===== config.mk =====
export PLATFORM = sky130hd
export DESIGN_NAME = wlan_frame_airtime_calc
export DESIGN_NICKNAME = d
export VERILOG_FILES = /design/src/hw/rtl/wfac_pkg.sv /design/src/hw/rtl/wfac_div.sv /design/src/hw/rtl/wlan_frame_airtime_calc.sv
export SDC_FILE = /design/constraint.sdc
export NUM_CORES = 2
export LEC_CHECK = 0
export BUFFER_PORTS_ARGS = -buffer_cell sky130_fd_sc_hd__buf_2
export CAP_MARGIN = 20
export CELL_PAD_IN_SITES_DETAIL_PLACEMENT = 1
export CELL_PAD_IN_SITES_GLOBAL_PLACEMENT = 1
export CORE_AREA = 5 5 460 462
export DETAILED_ROUTE_END_ITERATION = 8
export DIE_AREA = 0 0 465 467
export PLACE_DENSITY_LB_ADDON = 0.15
export SLEW_MARGIN = 20
export SYNTH_ARGS = -nofsm -noshare
export SYNTH_HDL_FRONTEND = slang
export SYNTH_SLANG_ARGS = --single-unit

===== constraint.sdc =====
create_clock -name clk -period 27 [get_ports clk]
set_clock_uncertainty 0.15 [all_clocks]
set_input_delay 5.4 -clock clk [delete_from_list [all_inputs] [get_ports clk]]
set_output_delay 5.4 -clock clk [all_outputs]
set_load 0.03 [all_outputs]

===== src/hw/rtl/wfac_pkg.sv =====
// shared types, constants and lookup functions for the frame airtime calculator
package wfac_pkg;

  // field widths
  localparam int MSG_TYPE_W   = 3;
  localparam int BYTE_CNT_W   = 16;
  localparam int DURATION_W   = 30;
  localparam int MODE_W       = 2;
  localparam int RATE_W       = 16;

  // configuration port
  localparam int APB_DATA_W   = 32;
  localparam int APB_ADDR_W   = 4;

  // register indexes
  localparam logic [1:0] REG_MODE   = 2'd0;
  localparam logic [1:0] REG_UCAST  = 2'd1;
  localparam logic [1:0] REG_MCAST  = 2'd2;

  // register reset values
  localparam logic [MODE_W-1:0] MODE_RESET  = 2'd0;
  localparam logic [RATE_W-1:0] RATE_RESET  = 16'd11000;

  // modulation modes
  localparam logic [MODE_W-1:0] MODE_DEFAULT = 2'd0;
  localparam logic [MODE_W-1:0] MODE_OFDM_A  = 2'd1;
  localparam logic [MODE_W-1:0] MODE_DSSS_B  = 2'd2;
  localparam logic [MODE_W-1:0] MODE_MIXED   = 2'd3;

  // message types
  localparam logic [MSG_TYPE_W-1:0] MSG_CTS     = 3'd0;
  localparam logic [MSG_TYPE_W-1:0] MSG_UNICAST = 3'd1;
  localparam logic [MSG_TYPE_W-1:0] MSG_RTS_CTS = 3'd2;
  localparam logic [MSG_TYPE_W-1:0] MSG_BCAST   = 3'd3;

  // frame bit counts and scale
  localparam int DATA_HDR_BITS = 272;
  localparam int ACK_BITS      = 112;
  localparam int CTRL_HDR_BITS = 160;
  localparam int KBPS_SCALE    = 1000;
  localparam int BITS_W        = 20;

  // divider geometry: dividend is at most (384 + 8*65535) * 1000 < 2**29
  localparam int DIV_W         = 29;
  localparam int DIV_BPS_DEF   = 4;
  localparam logic [DIV_W-1:0] CTRL_DIVIDEND = DIV_W'(CTRL_HDR_BITS * KBPS_SCALE);

  // fixed overhead in usec, at most sifs + four preambles
  localparam int OVH_W = 10;

  localparam logic [DURATION_W-1:0] DUR_MAX = {DURATION_W{1'b1}};

  // how the control frame quotient enters the sum
  localparam logic [1:0] CTRL_NONE   = 2'd0;
  localparam logic [1:0] CTRL_SINGLE = 2'd1;
  localparam logic [1:0] CTRL_DOUBLE = 2'd2;

  typedef struct packed {
    logic [MSG_TYPE_W-1:0] msg_type;
    logic [BYTE_CNT_W-1:0] byte_count;
  } req_t;

  typedef struct packed {
    logic [DURATION_W-1:0] duration_usec;
    logic                  type_known;
  } result_t;

  // per-request control carried beside the dividers
  typedef struct packed {
    logic             known;
    logic             zero_rate;
    logic             use_data;
    logic [1:0]       ctrl_sel;
    logic [OVH_W-1:0] ovh;
  } side_t;

  function automatic logic [7:0] preamble_usec(input logic [MODE_W-1:0] mode);
    logic [7:0] p;
    unique case (mode)
      MODE_DEFAULT: p = 8'd192;
      MODE_OFDM_A:  p = 8'd20;
      MODE_DSSS_B:  p = 8'd192;
      MODE_MIXED:   p = 8'd192;
      default:      p = 8'd192;
    endcase
    return p;
  endfunction

  function automatic logic [4:0] sifs_usec(input logic [MODE_W-1:0] mode);
    logic [4:0] s;
    unique case (mode)
      MODE_DEFAULT: s = 5'd10;
      MODE_OFDM_A:  s = 5'd16;
      MODE_DSSS_B:  s = 5'd10;
      MODE_MIXED:   s = 5'd16;
      default:      s = 5'd10;
    endcase
    return s;
  endfunction

endpackage


===== src/hw/rtl/wfac_div.sv =====
// pipelined restoring divider, BPS quotient bits per stage
module wfac_div
  import wfac_pkg::*;
#(
  parameter int DW  = DIV_W,
  parameter int VW  = RATE_W,
  parameter int BPS = DIV_BPS_DEF
) (
  input  logic          clk,
  input  logic          rst,
  input  logic          in_valid,
  input  logic [DW-1:0] in_dividend,
  input  logic [VW-1:0] in_divisor,
  output logic          out_valid,
  output logic [DW-1:0] out_quotient
);

  localparam int NS = (DW + BPS - 1) / BPS;
  localparam int PW = NS * BPS;

  logic [VW-1:0] stage_rem [NS];
  logic [PW-1:0] stage_acc [NS];
  logic [VW-1:0] stage_dsr [NS];
  logic [NS-1:0] stage_vld;

  // BPS restoring steps: shift in a dividend bit, subtract when it fits
  function automatic logic [VW+PW-1:0] div_step(input logic [VW-1:0] rem_in,
                                                input logic [PW-1:0] acc_in,
                                                input logic [VW-1:0] dsr);
    logic [VW-1:0] rem;
    logic [PW-1:0] acc;
    logic [VW:0]   trial;
    rem = rem_in;
    acc = acc_in;
    for (int b = 0; b < BPS; b++) begin
      trial = {rem, acc[PW-1]};
      acc   = {acc[PW-2:0], 1'b0};
      if (trial >= {1'b0, dsr}) begin
        trial  = trial - {1'b0, dsr};
        acc[0] = 1'b1;
      end
      rem = trial[VW-1:0];
    end
    return {rem, acc};
  endfunction

  for (genvar s = 0; s < NS; s++) begin : g_stage
    logic [VW-1:0]    rem_in;
    logic [PW-1:0]    acc_in;
    logic [VW-1:0]    dsr_in;
    logic             vld_in;
    logic [VW+PW-1:0] step;

    // stage inputs come from the ports or the previous stage
    if (s == 0) begin : g_first
      assign rem_in = '0;
      assign acc_in = PW'(in_dividend);
      assign dsr_in = in_divisor;
      assign vld_in = in_valid;
    end else begin : g_next
      assign rem_in = stage_rem[s-1];
      assign acc_in = stage_acc[s-1];
      assign dsr_in = stage_dsr[s-1];
      assign vld_in = stage_vld[s-1];
    end

    assign step = div_step(rem_in, acc_in, dsr_in);

    // stage registers
    always_ff @(posedge clk) begin
      if (rst) begin
        stage_vld[s] <= 1'b0;
      end else begin
        stage_vld[s] <= vld_in;
      end
      stage_rem[s] <= step[VW+PW-1:PW];
      stage_acc[s] <= step[PW-1:0];
      stage_dsr[s] <= dsr_in;
    end
  end

  assign out_valid    = stage_vld[NS-1];
  assign out_quotient = stage_acc[NS-1][DW-1:0];

endmodule


===== src/hw/rtl/wlan_frame_airtime_calc.sv =====
// top level of the frame airtime calculator: config registers and pipeline
// Computes the transmit airtime of one 802.11 frame in whole microseconds from a
// message type and a payload byte count, using the configured modulation mode and
// unicast/multicast rates. A request is taken whenever start is high; busy never
// rises, so a new request may enter every cycle. Each request gives exactly one
// result, shown on result for one cycle with done high. In order, one stage forms
// the bit count times 1000, ceil(29 / DIV_BPS) stages run two restoring dividers
// side by side (payload bits and control frame bits), and two stages add the parts
// and register the result. The receiver cannot stall.
// A rate register holding zero makes any duration that uses it saturate to all ones.
// Registers: 0 modulation_mode, 1 unicast_rate_kbps, 2 multicast_rate_kbps, at
// byte addresses 0, 4 and 8; they must be written only while no request is in flight,
// but the block itself does not enforce this.
module wlan_frame_airtime_calc
  import wfac_pkg::*;
#(
  parameter int DIV_BPS = DIV_BPS_DEF
) (
  input  logic                  clk,
  input  logic                  rst,
  // request channel
  input  logic                  start,
  output logic                  busy,
  input  req_t                  req,
  // result channel
  output logic                  done,
  output result_t               result,
  // configuration port
  input  logic                  psel,
  input  logic                  penable,
  input  logic                  pwrite,
  input  logic [APB_ADDR_W-1:0] paddr,
  input  logic [APB_DATA_W-1:0] pwdata,
  output logic [APB_DATA_W-1:0] prdata,
  output logic                  pready
);

  localparam int DIV_STAGES = (DIV_W + DIV_BPS - 1) / DIV_BPS;
  localparam int LATENCY    = DIV_STAGES + 3;

  logic [MODE_W-1:0] modulation_mode;
  logic [RATE_W-1:0] unicast_rate_kbps;
  logic [RATE_W-1:0] multicast_rate_kbps;

  logic              accept;
  logic [1:0]        reg_index;

  // prep stage signals
  side_t             prep_side_next;
  logic [BITS_W-1:0] prep_bits;
  logic [29:0]       prep_product;
  logic [RATE_W-1:0] prep_divisor_next;
  logic [7:0]        pre_usec;
  logic [4:0]        sifs;

  logic              prep_vld;
  side_t             prep_side;
  logic [DIV_W-1:0]  prep_dividend;
  logic [RATE_W-1:0] prep_divisor;

  // divider outputs and side line
  logic              data_vld;
  logic              ctrl_vld;
  logic [DIV_W-1:0]  data_quot;
  logic [DIV_W-1:0]  ctrl_quot;
  side_t             side_line [DIV_STAGES];
  side_t             side_out;

  // sum stages
  logic [DURATION_W-1:0] data_term;
  logic [DURATION_W-1:0] ctrl_term;
  logic                  sum_vld;
  side_t                 sum_side;
  logic [DURATION_W-1:0] sum_part1;
  logic [DURATION_W-1:0] sum_part2;
  result_t               result_next;

  assign busy      = 1'b0;
  assign accept    = start && !busy;
  assign pready    = 1'b1;
  assign reg_index = paddr[APB_ADDR_W-1:2];

  // configuration writes
  always_ff @(posedge clk) begin
    if (rst) begin
      modulation_mode     <= MODE_RESET;
      unicast_rate_kbps   <= RATE_RESET;
      multicast_rate_kbps <= RATE_RESET;
    end else if (psel && penable && pwrite && pready) begin
      unique case (reg_index)
        REG_MODE:  modulation_mode     <= pwdata[MODE_W-1:0];
        REG_UCAST: unicast_rate_kbps   <= pwdata[RATE_W-1:0];
        REG_MCAST: multicast_rate_kbps <= pwdata[RATE_W-1:0];
        default: begin
        end
      endcase
    end
  end

  // configuration reads
  always_comb begin
    unique case (reg_index)
      REG_MODE:  prdata = APB_DATA_W'(modulation_mode);
      REG_UCAST: prdata = APB_DATA_W'(unicast_rate_kbps);
      REG_MCAST: prdata = APB_DATA_W'(multicast_rate_kbps);
      default:   prdata = '0;
    endcase
  end

  // decode the message type into overhead, divisor and bit count
  always_comb begin
    pre_usec                = preamble_usec(modulation_mode);
    sifs                    = sifs_usec(modulation_mode);
    prep_side_next.known    = 1'b1;
    prep_side_next.use_data = 1'b1;
    prep_side_next.ctrl_sel = CTRL_NONE;
    prep_side_next.ovh      = '0;
    prep_side_next.zero_rate = (unicast_rate_kbps == '0);
    prep_divisor_next       = unicast_rate_kbps;
    prep_bits = BITS_W'(DATA_HDR_BITS + ACK_BITS) + BITS_W'({req.byte_count, 3'b000});
    unique case (req.msg_type)
      MSG_CTS: begin
        prep_side_next.use_data = 1'b0;
        prep_side_next.ctrl_sel = CTRL_SINGLE;
        prep_side_next.ovh      = OVH_W'(pre_usec);
      end
      MSG_UNICAST: begin
        prep_side_next.ovh = OVH_W'(sifs) + OVH_W'({pre_usec, 1'b0});
      end
      MSG_RTS_CTS: begin
        prep_side_next.ctrl_sel = CTRL_DOUBLE;
        prep_side_next.ovh      = OVH_W'(sifs) + OVH_W'({pre_usec, 2'b00});
      end
      MSG_BCAST: begin
        prep_side_next.ovh       = OVH_W'(pre_usec);
        prep_side_next.zero_rate = (multicast_rate_kbps == '0);
        prep_divisor_next        = multicast_rate_kbps;
        prep_bits = BITS_W'(DATA_HDR_BITS) + BITS_W'({req.byte_count, 3'b000});
      end
      default: begin
        prep_side_next.known     = 1'b0;
        prep_side_next.use_data  = 1'b0;
        prep_side_next.zero_rate = 1'b0;
      end
    endcase
    prep_product = 30'(prep_bits) * 30'(KBPS_SCALE);
  end

  // prep stage registers
  always_ff @(posedge clk) begin
    if (rst) begin
      prep_vld <= 1'b0;
    end else begin
      prep_vld <= accept;
    end
    prep_side     <= prep_side_next;
    prep_dividend <= prep_product[DIV_W-1:0];
    prep_divisor  <= prep_divisor_next;
  end

  // payload bits divided by the selected rate
  wfac_div #(
    .DW  (DIV_W),
    .VW  (RATE_W),
    .BPS (DIV_BPS)
  ) u_data_div (
    .clk          (clk),
    .rst          (rst),
    .in_valid     (prep_vld),
    .in_dividend  (prep_dividend),
    .in_divisor   (prep_divisor),
    .out_valid    (data_vld),
    .out_quotient (data_quot)
  );

  // control frame bits divided by the unicast rate
  wfac_div #(
    .DW  (DIV_W),
    .VW  (RATE_W),
    .BPS (DIV_BPS)
  ) u_ctrl_div (
    .clk          (clk),
    .rst          (rst),
    .in_valid     (prep_vld),
    .in_dividend  (CTRL_DIVIDEND),
    .in_divisor   (unicast_rate_kbps),
    .out_valid    (ctrl_vld),
    .out_quotient (ctrl_quot)
  );

  // side info travels beside the dividers
  always_ff @(posedge clk) begin
    side_line[0] <= prep_side;
    for (int i = 1; i < DIV_STAGES; i++) begin
      side_line[i] <= side_line[i-1];
    end
  end
  assign side_out = side_line[DIV_STAGES-1];

  // pick the quotient terms
  always_comb begin
    data_term = side_out.use_data ? DURATION_W'(data_quot) : '0;
    unique case (side_out.ctrl_sel)
      CTRL_SINGLE: ctrl_term = DURATION_W'(ctrl_quot);
      CTRL_DOUBLE: ctrl_term = DURATION_W'({ctrl_quot, 1'b0});
      default:     ctrl_term = '0;
    endcase
  end

  // first sum stage
  always_ff @(posedge clk) begin
    if (rst) begin
      sum_vld <= 1'b0;
    end else begin
      sum_vld <= data_vld && ctrl_vld;
    end
    sum_side  <= side_out;
    sum_part1 <= data_term + DURATION_W'(side_out.ovh);
    sum_part2 <= ctrl_term;
  end

  // final sum with unknown type and zero rate handling
  always_comb begin
    result_next.type_known = sum_side.known;
    if (!sum_side.known) begin
      result_next.duration_usec = '0;
    end else if (sum_side.zero_rate) begin
      result_next.duration_usec = DUR_MAX;
    end else begin
      result_next.duration_usec = sum_part1 + sum_part2;
    end
  end

  // output register
  always_ff @(posedge clk) begin
    if (rst) begin
      done <= 1'b0;
    end else begin
      done <= sum_vld;
    end
    result <= result_next;
  end

  // every result traces back to an accepted request
  a_done_latency: assert property (@(posedge clk) disable iff (rst)
    done |-> $past(accept, LATENCY))
    else $error("result without matching request");

  // type flag follows the request's message type
  a_type_known: assert property (@(posedge clk) disable iff (rst)
    done |-> (result.type_known ==
              ($past(req.msg_type, LATENCY) <= MSG_BCAST)))
    else $error("type_known does not match request type");

  // unknown types give zero duration
  a_unknown_zero: assert property (@(posedge clk) disable iff (rst)
    done && !result.type_known |-> result.duration_usec == '0)
    else $error("unknown type with nonzero duration");

  // known types always include at least one preamble or sifs
  a_known_nonzero: assert property (@(posedge clk) disable iff (rst)
    done && result.type_known |-> result.duration_usec != '0)
    else $error("known type with zero duration");

  // both dividers stay in step
  a_div_aligned: assert property (@(posedge clk) disable iff (rst)
    data_vld == ctrl_vld)
    else $error("divider pipelines out of step");

endmodule

======== Word-level counts from Yosys, hierarchy flattened ========
Memories as Yosys holds them, arrays and structs flattened.
Index checks and enable logic that the tools add are counted.
word-level totals
  bits in registers ....................... 195
  output and inout port bits .............. 66
  input port bits ......................... 61
  memories ................................ 7
  word-level logic and storage cells ...... 337
  RAM bits ................................ 1144
cells by class
  magnitude comparators ................... 64
  multipliers ............................. 1
  $add $sub $neg .......................... 70
  eq/ne operators ......................... 10
  reductions and logical operators ........ 17
  muxes and demuxes ....................... 141
memories
  memory                depth  width  read ports  clocked after memory_dff  write ports  line            RTL
  u_ctrl_div.stage_acc  8      32     8           0                         8            wfac_div.sv:22  logic [PW-1:0] stage_acc [NS];
  u_data_div.stage_acc  8      32     8           0                         8            wfac_div.sv:22
  u_ctrl_div.stage_dsr  8      16     7           0                         8            wfac_div.sv:23  logic [VW-1:0] stage_dsr [NS];
  u_ctrl_div.stage_rem  8      16     7           0                         8            wfac_div.sv:21  logic [VW-1:0] stage_rem [NS];
  u_data_div.stage_dsr  8      16     7           0                         8            wfac_div.sv:23
  u_data_div.stage_rem  8      16     7           0                         8            wfac_div.sv:21
  1 more memories       --     --     --          --                        --           --
operators with widths
  cell                                                               number
  greater-or-equal comparator 17 x 16 -> 1 bit                       62
  two-way mux 16 bit                                                 65
  subtractor 16 bit                                                  62
  two-way mux 1 bit                                                  66
  case mux 30 bit (2 select lines)                                   1
  case mux 16 bit (3 select lines)                                   1
  adder 9 x 19 -> 20 bit, first input constant                       2
  greater-or-equal comparator 1 x 16 -> 1 bit, first input constant  2
  logical NOT 16 bit                                                 2
  subtractor 1 x 16 -> 16 bit, first input constant                  2
  adder 29 x 10 -> 30 bit                                            1
  adder 30 bit                                                       1
  two-way mux 30 bit                                                 1
  case mux 10 bit (3 select lines)                                   1
  two-way mux 29 bit                                                 1
  multiplier 20 x 7 -> 26 bit, second input constant                 1
  two-way mux 20 bit                                                 1
  case mux 8 bit (2 select lines)                                    1
  adder 5 x 10 -> 10 bit                                             1
  adder 5 x 9 -> 10 bit                                              1
  case mux 5 bit (2 select lines)                                    1
  OR reduction 3 bit                                                 3
  equality test 2 bit, second input constant                         4
  equality test 2 x 1 -> 1 bit, second input constant                3
  other kinds (10)                                                   17

======== Depth between registers and ports, before layout ========
An unclocked memory read counts as a cell.
  word-level depth ........................ 9
  depth in mapped cells ................... 53
  mapped depth without buffers ............ 47

======== By module ========
A second synthesis with hierarchy kept.
second synthesis, totals
  cells, all modules ...................... 9972
  area, all modules ....................... 87774.2 µm²
by module, submodules not included
  module                   sequential area each (µm²)  cells each  times used  area each (µm²)
  wfac_div (u_ctrl_div)    9288.9                      4397        1           37766.2
  wfac_div (u_data_div)    9288.9                      4223        1           36598.9
  wlan_frame_airtime_calc  5905.7                      1352        1           13409.1

======== Least setup slack after synthesis ========
OpenSTA, ideal clock, no wires.
  kind .................................... input-to-output
  start point ............................. in paddr[2]
  end point ............................... out prdata[10]
  data required time ...................... 21.450 ns
  data arrival time ....................... 6.591 ns
  buffers on the path ..................... 2
  slack ................................... 14.859 ns
  stages .................................. 4
  cells stage by stage .................... clkbuf_1 > nor2b_1 > clkbuf_1 > a22o_1
on the way
  longest elaborated chain between the ends .. 2
  elaborated cells between the ends (all ways) .. 4
  classes of those cells .................. 2 x eq/ne; 1 x mux; 1 x reduce/logical
RTL lines
  element                                            line                            RTL
  start: declaration                                 wlan_frame_airtime_calc.sv:32   input logic [APB_ADDR_W-1:0] paddr,
  equality test 2 bit, or another cell as far along  wlan_frame_airtime_calc.sv:102  unique case (reg_index)
  case mux 16 bit (3 select lines) (*)               wlan_frame_airtime_calc.sv:102
  end: declaration                                   wlan_frame_airtime_calc.sv:34   output logic [APB_DATA_W-1:0] prdata,
Every way passes the cells marked *; elsewhere a longest branch is shown, timed or not.

==> flow_metrics.py <==
metrics = {
    "run_status": {
        "status": "finished clean",
    },
    "critical_path": {
        "path_max_fanout": 20,
        "crit_top_cell": "a21oi_1",
        "crit_path_end_kind": "flop",
        "arrival_ns": 14.08,
        "worstPathRequired_ns": 27.48,
        "rrSetupSlack_ns": 13.41,
        "crit_family": "compound AO/OA/AOI/OAI gates",
        "reg2reg_to": "u_data_div.stage_rem[0][62]",
        "worst_setup_path_start_kind": "flop",
        "r2r_cells": 47,
        "critPathSlowestCell": "mux2i_1",
        "timing.rr.start": "u_data_div.stage_dsr[0][33]",
        "max_stage_delay_ns": 0.60,
        "crit_type": "reg -> reg",
        "critPathBufInv": 8,
    },
    "clocking": {
        "worst_skew_pair.late_latency_ns": 0.75,
        "root_buffer": "clkbuf_16",
        "h-tree-depth": 3,
        "cts_resized": 0,
        "clock-sinks": 1063,
        "cts_setup_buffers": 0,
        "clk_pin_slew_worst_paths_ns": 0.06,
        "cts_hold_buffers": 0,
        "tritoncts": "done",
        "cts-buffers-inserted": 121,
        "cts_max_path_buffers": 3,
    },
    "layout": {
        "fin_cells": 12530,
        "layout-drive-gt1-share_pct": 9.551,
        "syn2layout_area_growth_pct": 9.373,
        "nNetsFinal": 10930,
    },
    "global_routing": {
        "grt_max_degree": 46,
        "grt_antenna_before_repair": 27,
        "grt_first_pass_wirelength_um": 400400,
        "grt_overflow": 0,
        "grt_pass1_vias": 73920,
        "grtUsageTotal_pct": 22.58,
    },
    "hold_path": {
        "hp-class": "reg -> reg",
        "hp-start": "u_data_div.stage_acc[0][99]",
        "min_path_cells": 0,
        "hold_path_end": "u_data_div.stage_acc[1][7]",
    },
    "floorplan": {
        "coreArea_um2": 206700,
        "initial_core_util_pct": 39.86,
        "num_rows": 167,
        "die_w_um": 465,
        "io_pins": 127,
        "die-area_um2": 217200,
        "die_y_um": 467,
    },
    "timing": {
        "fin_crit_ns": 13.59,
        "finalSetupTns_ns": 0,
        "finalSetupViolCount": 0,
        "setup_ws_ns": 13.41,
        "relSlewSlack_pct": 26.75,
        "holdWs_ns": 0.1601,
        "final-hold-violation-count": 0,
        "fmaxAchievable_mhz": 73.56,
        "worst_pin_slew_ns": 1.099,
        "rsz0062_at_grt": "no",
        "layout_worst_path_cycle_share_pct": 50.35,
        "maxSlewViolCount": 0,
    },
    "synth": {
        "synth-edff-count": 0,
        "ys_warn_count": 0,
        "syn_inst": 9622,
        "async_reset_ff_share_pct": 0,
        "synth.distinct_cells": 108,
        "ys_seq_area_share_pct": 25.83,
        "syn_avg_cell_area_um2": 8.562,
        "ys_seq_elements": 1063,
        "synth_area_um2": 82380,
        "synthFlopType": "dfxtp_1",
    },
    "route": {
        "drc": 0,
        "drtPass1Iterations": 7,
        "ant_nets": 0,
        "vias": 69980,
        "via_per_inst": 5.584,
        "drt_iter0_markers": 2991,
        "routedWlPerCell_um": 20.16,
        "drt-total-wl_um": 252700,
    },
    "placement": {
        "dp.cells": 12290,
        "dp_slack_ns": 13.19,
        "globalplace.congestion": 0.8862,
        "dpl.hpwl_um": 208400,
        "numPortBuffers": 90,
    },
    "job": {
        "cap_violations": 0,
    },
}
flip-flops by register name (all words and copies together) (netlist names), 2 cells and up:
register	cells
multicast_rate_kbps	16
u_ctrl_div.stage_rem	112
prep_divisor	16
u_data_div.stage_acc	192
u_ctrl_div.stage_acc	120
u_data_div.stage_dsr	112
result	31
sum_part2	30
side_line	112
u_data_div.stage_rem	112
modulation_mode	2
u_ctrl_div.g_stage.vld_in	6
u_ctrl_div.stage_dsr	112
sum_part1	30
prep_side	14
prep_dividend	23
unicast_rate_kbps	16
stage by stage:
step                      utilization (%)  area (um2)
after floorplan                         -       82490
after global placement              41.53       85820
after detailed placement            41.53       85830
after CTS                           43.57       90040
after global routing                43.59       90090
final                               43.60       90100
synth_stat cells (all sizes together) (115+ instances only):
library cell	instances	area share, %
xor2	256	2.7
mux2	492	6.8
nand2	647	2.9
o21a	181	1.6
dfxtp	1063	26
inv	732	3.3
nor2	653	3.0
ha	1060	16
nand4	156	1.2
a21oi	738	4.5
nor2b	152	1.2
nor3	197	1.2
clkbuf	119	0.54
nand3	177	1.1
xnor2	493	5.2
nand2b	115	0.87
o21ai	588	3.6
a21o	298	2.7
metal layers:
metal  wire, um  GRT usage [%]
met1     113700          27.96
met2     123100          40.99
met3       6251          1.980
met4       9650          7.860
met5         13              0
final cells by class:
type	instances	area, um2
tap	2704	3383
multi-input combinational	7661	57690
antenna	18	45.04
fill	24290	116600
timing repair buffer	127	728.2
sequential	1063	21280
clock inverter	74	912.1
inverter	734	2755
clock buffer	152	3304
how the worst max path moves through the flow:
stage	from	to	slack, ns	cells past startpoint
6_report	u_data_div.stage_dsr[0][33]	u_data_div.stage_rem[0][62]	13.41	47
5_1_grt	u_data_div.stage_dsr[0][33]	u_data_div.stage_rem[0][62]	12.42	47
4_1_cts	u_data_div.stage_dsr[0][33]	u_data_div.stage_rem[0][62]	13.17	47
3_5_place_dp	u_data_div.stage_dsr[0][33]	u_data_div.stage_rem[0][62]	13.19	47
3_3_place_gp	u_data_div.stage_dsr[0][33]	u_data_div.stage_rem[0][60]	13.45	47
2_1_floorplan	paddr[2]	prdata[10]	14.86	4
cells in the final DEF (no fill, tap or decap), types with 34 or more instances in the layout:
| master | instances |
|---|---|
| a21oi_1 | 733 |
| buf_4 | 37 |
| nor3_1 | 194 |
| a211oi_1 | 65 |
| buf_2 | 90 |
| o21a_1 | 181 |
| a22o_1 | 48 |
| nor2_1 | 651 |
| o31a_1 | 34 |
| nand4_1 | 156 |
| mux2_2 | 437 |
| and2_1 | 67 |
| and3_1 | 68 |
| fa_1 | 98 |
| a21boi_0 | 70 |
| dfxtp_1 | 1063 |
| a21o_1 | 298 |
| clkbuf_16 | 121 |
| o31ai_1 | 65 |
| a31oi_1 | 71 |
| xnor2_1 | 493 |
| or3_1 | 83 |
| o21ai_0 | 554 |
| or2_2 | 57 |
| a211o_1 | 46 |
| nor4_1 | 47 |
| nor2b_1 | 148 |
| o21bai_1 | 95 |
| nand3_1 | 177 |
| mux2_1 | 46 |
| nand2b_1 | 115 |
| inv_1 | 711 |
| ha_1 | 1060 |
| xor2_1 | 256 |
| mux2i_1 | 67 |
| nand2_1 | 647 |
| o211ai_1 | 52 |
logic make-up (layout without fill, tap and decap cells):
family | count (synthesis) | in the layout | synth area share [%]
compound gates | 2639 | 2639 | 20.80
xor+xnor | 749 | 749 | 7.963
fa+ha+maj | 1158 | 1158 | 18.48
buf+inv | 928 | 1087 | 4.403
flops | 1063 | 1063 | 25.83
mux | 561 | 561 | 7.620
other cells | 2 | 50 | 0.009116
simple gates | 2522 | 2522 | 14.89
Power is left out: the tool's default activity adds up to more than one toggle a clock period on the data nets, which glitch-free logic cannot reach.
